**src/rtl/core/tmie_pkg.sv**
```systemverilog
// ----------------------------------------------------------------------------
// tmie_pkg
// Shared types, codes and helpers for the tape machine instruction executor.
// ----------------------------------------------------------------------------
package tmie_pkg;

  localparam int TAPE_DEPTH = 1024;
  localparam int ADDR_W     = $clog2(TAPE_DEPTH);
  localparam int CELLS_W    = ADDR_W + 1;

  localparam logic [1:0] CMD_APPEND = 2'd0;
  localparam logic [1:0] CMD_EXEC   = 2'd1;
  localparam logic [1:0] CMD_READ   = 2'd2;
  localparam logic [1:0] CMD_END    = 2'd3;

  localparam logic [3:0] OP_LEFT  = 4'd0;
  localparam logic [3:0] OP_RIGHT = 4'd1;
  localparam logic [3:0] OP_HALT  = 4'd2;
  localparam logic [3:0] OP_FAIL  = 4'd3;
  localparam logic [3:0] OP_DRAW  = 4'd4;
  localparam logic [3:0] OP_ALPHA = 4'd5;
  localparam logic [3:0] OP_BRAE  = 4'd6;
  localparam logic [3:0] OP_BRANE = 4'd7;
  localparam logic [3:0] OP_BRA   = 4'd8;
  localparam logic [3:0] OP_CMP   = 4'd9;

  localparam logic [1:0] ST_RUN  = 2'd0;
  localparam logic [1:0] ST_HALT = 2'd1;
  localparam logic [1:0] ST_FAIL = 2'd2;

  localparam logic [1:0] CMP_NE   = 2'd0;
  localparam logic [1:0] CMP_EQ   = 2'd1;
  localparam logic [1:0] CMP_NONE = 2'd2;

  localparam logic [7:0] SYM_SPACE = 8'h20;
  localparam logic [7:0] SYM_BLANK = 8'h00;

  typedef struct packed {
    logic [1:0]  cmd;
    logic [7:0]  symbol;
    logic [15:0] instruction;
    logic [9:0]  cell_index;
  } in_item_t;

  typedef struct packed {
    logic [11:0] next_pc;
    logic [1:0]  run_status;
    logic [9:0]  head_position;
    logic [10:0] tape_length;
    logic [31:0] move_count;
    logic [31:0] instruction_count;
    logic [31:0] total_moves;
    logic [31:0] total_instructions;
    logic [7:0]  cell_symbol;
  } out_item_t;

  // decoded word handed from front to back
  typedef struct packed {
    logic [1:0]  cmd;
    logic [7:0]  symbol;
    logic [3:0]  op;
    logic [7:0]  op_sym;
    logic [11:0] target;
    logic [9:0]  cell_index;
  } q_item_t;

  function automatic logic [31:0] sat_add(input logic [31:0] a, input logic [31:0] b);
    logic [32:0] s;
    s = {1'b0, a} + {1'b0, b};
    return s[32] ? 32'hFFFF_FFFF : s[31:0];
  endfunction

endpackage

```
**src/rtl/core/tmie_front.sv**
```systemverilog
// ----------------------------------------------------------------------------
// tmie_front
// Accepts input words, splits the instruction into fields and queues them.
// ----------------------------------------------------------------------------
module tmie_front (
  input  logic               clk,
  input  logic               rst_n,
  input  logic               in_valid,
  output logic               in_stall,
  input  tmie_pkg::in_item_t in_data,
  output logic               q_valid,
  output tmie_pkg::q_item_t  q_item,
  input  logic               q_pop
);

  tmie_pkg::q_item_t slot_r [2];
  logic              wr_ptr_r, rd_ptr_r;
  logic [1:0]        count_r;
  tmie_pkg::q_item_t dec;
  logic              push;

  always_comb begin
    dec.cmd        = in_data.cmd;
    dec.symbol     = in_data.symbol;
    dec.op         = in_data.instruction[15:12];
    dec.op_sym     = in_data.instruction[7:0];
    dec.target     = in_data.instruction[11:0];
    dec.cell_index = in_data.cell_index;
  end

  assign in_stall = (count_r == 2'd2);
  assign push     = in_valid && !in_stall;
  assign q_valid  = (count_r != 2'd0);
  assign q_item   = slot_r[rd_ptr_r];

  always_ff @(posedge clk) begin
    if (push) begin
      slot_r[wr_ptr_r] <= dec;
    end
  end

  always_ff @(posedge clk) begin
    if (!rst_n) begin
      wr_ptr_r <= 1'b0;
      rd_ptr_r <= 1'b0;
      count_r  <= 2'd0;
    end else begin
      if (push) wr_ptr_r <= !wr_ptr_r;
      if (q_pop) rd_ptr_r <= !rd_ptr_r;
      count_r <= count_r + 2'(push) - 2'(q_pop);
    end
  end

endmodule

```
**config.mk**
```make
export PLATFORM = sky130hd
export DESIGN_NAME = tmie_front
export DESIGN_NICKNAME = d
export VERILOG_FILES = /design/src/rtl/core/tmie_pkg.sv /design/src/rtl/core/tmie_front.sv
export SDC_FILE = /design/constraint.sdc
export NUM_CORES = 1
export LEC_CHECK = 0
export ABC_AREA = 1
export BUFFER_PORTS_ARGS = -buffer_cell sky130_fd_sc_hd__buf_4
export CAP_MARGIN = 20
export CORE_ASPECT_RATIO = 2
export CORE_MARGIN = 4
export CORE_UTILIZATION = 36
export DETAILED_ROUTE_END_ITERATION = 10
export PLACE_DENSITY_LB_ADDON = 0.2
export SLEW_MARGIN = 20
export SYNTH_ARGS = -nofsm -noshare
export SYNTH_HDL_FRONTEND = slang
export SYNTH_SLANG_ARGS = --single-unit
```
**constraint.sdc**
```tcl
create_clock -name clk -period 2.9 [get_ports clk]
set_input_delay 0 -clock clk [delete_from_list [all_inputs] [get_ports clk]]
set_output_delay 0 -clock clk [all_outputs]
set_load 0.01 [all_outputs]
```
==> out/qor.yml <==
netlist_area_um2: 3050
min_to: "slot_r[0][22]"
dp_slack_ns: 1.21
drt.antenna.violating_nets: 0
synth_cell_types: 13
holdPathStages: 2
nFillCells: 663
diodes: 0
worstHoldStart: "in_data[10]"
critPathMaxStageDelay_ns: 0.50
grt-ovfl-total: 0
fin_crit_sh: 0.572
drive_above_1_share: 0.493
regToRegEndpoint: "slot_r[1][32]"
final_common_cell: "buf_4"
first_iter_violations: 84
grt_antenna_before_repair: 0
timing.rr.start: "count_r[0]"
post-route-drc-count: 0
cp-end-kind: "output port"
slowest_stage: "dfxtp_2"
core-area_um2: 8290
io_buffers: 85
synth.avg_cell_area_um2: 19.7
htree_levels: 3
reg2reg_slack_ns: 1.24
cpMostUsedCell: "buf_4"
critical_path.top_delay_family: "flip-flops"
worst_pin_slew_ns: 0.532
rsz0062_at_grt: "false"
hp-class: "primary input to register"
arrival_ns: 1.66
critical_path_required_ns: 2.90
clkSlewWorstSetupHoldPaths_ns: 0.05
die_w_um: 73.1
slew_violations: 0
reg2regPathDepth: 5
wirelength_mm: 5.51
fp.dieH_um: 138
cts.sinks: 77
crit_buf_inv: 2
firstDrtPassIters: 4
root_buffer: "clkbuf_16"
detail_route.wl_per_cell_um: 14.3
power.density_nw_per_um2: 693
hold_viol_final: 0
routed_via_density: 4.42
finalSetupViolCount: 0
path_cells: "buf_4 -> mux2_4 -> buf_4"
ir_worst_vdd_mv: 0.388
finClkSkew_ns: 0.00521
dpl.hpwl_mm: 3.84
areaGrowthSynthToFinish_pct: 46.1
p_leak_uw: 0.00183
first_global_vias: 1793
syn_inst: 155
fin_tns_setup_ns: 0
cap_violations: 0
grt_max_degree: 37
cts_setup_buffers: 0
numCtsBuffers: 9
startpoint_type: "register"
floorplan.rows: 47
status: "completed"
num_vias: 1706
maxSlewHeadroom: 0.645
cts_tree: "built"
nNetsFinal: 325
layout.cells.most_common_list: "90 x buf_4, 72 x edfxtp_1, 39 x dlygate4sd3_1"
fin_crit_ns: 1.66
clock_latency_ns: 0.33
grt_usage: 0.117
ys_warn_count: 0
fp.dieArea_um2: 10100
io_pins: 86
ys_seq_area_frac: 0.743
syn_nets: 197
place.gp.congestion: 0.690
grt_pass1_wl_mm: 8.69
max-clock-path-buffers: 2
layout_setup_ws_ns: 1.24
max_freq_mhz: 603
setup.worst_path.class: "register to output port"
cp_max_fo: 14
start_util: 0.367
ys_seq_elements: 77
==> synth_stat cells, drive strengths merged <==
library cell	instances	share of area
edfxtp	72	0.71
mux2	36	0.17
buf	12	0.043
nand2	10	0.012
inv	8	0.0099
nor2	6	0.0074
dfxtp	5	0.033
a21oi	2	0.0033
ha	2	0.0082
nand3	2	0.0033
==> cell families after synthesis <==
logic type / Yosys count / synth area share
buffers and inverters: 20 / 0.0530
AO/OA/AOI/OAI: 2 / 0.00329
flip-flops: 77 / 0.743
adder cells (fa/ha/maj): 2 / 0.00821
AND/OR/NAND/NOR: 18 / 0.0230
multiplexers: 36 / 0.170
==> layout make-up <==
cell class / instances / area [um2] / area share
repair buffers: 129 / 1070 / 0.239
multi-input cells: 58 / 631 / 0.142
clock inverters: 6 / 110 / 0.0247
well taps: 98 / 123 / 0.0275
flip-flops and latches: 77 / 2260 / 0.508
clock buffers: 10 / 229 / 0.0514
inverters: 8 / 30.0 / 0.00675
==> per-stage QoR <==
stage	hold slack, ns	cell area (um2)	util	std cells	power (uW)
floorplan	0.0935	3050	-	155	1640
global placement	0.188	3720	0.449	331	1820
detailed placement	0.188	3720	0.449	331	1830
CTS	0.376	4450	0.537	386	3130
global route	0.393	4450	0.537	386	3220
finish	0.392	4450	0.537	386	3080
==> layer usage <==
metal,track usage,vias to the layer above,routed length [um]
met1,0.115,820,1870
met5,0,-,0
met4,0.0642,0,117
li1,-,822,-
met3,0.0385,7,337
met2,0.206,57,3180
==> worst max path at each step <==
stage                    end  slack, ns  cells past startpoint
2_1_floorplan   slot_r[0][0]       0.42                      4
3_3_place_gp    slot_r[1][3]       1.23                      5
3_5_place_dp    slot_r[1][3]       1.21                      5
4_1_cts           q_item[18]       1.18                      3
5_1_grt        slot_r[1][33]       1.09                      5
6_report          q_item[20]       1.24                      3
==> state kept, by name, summed over array words and instances, names as in the netlist, named ones only <==
| name | count |
|---|---|
| wr_ptr_r | 1 |
| slot_r | 72 |
| rd_ptr_r | 1 |
| count_r | 2 |
==> power by group <==
group | switching (uW) | leakage, uW | internal [uW]
Combinational | 206 | 0.000952 | 270
Clock | 409 | 0.000161 | 840
Sequential | 28.6 | 0.000713 | 1330
Total | 643 | 0.00183 | 2440
==> timing repair <==
item                      CTS  global route
hold buffers               39             0
hold endpoints to repair   77             0
resized for setup           0             0
Power figures use the tool's default switching activity.
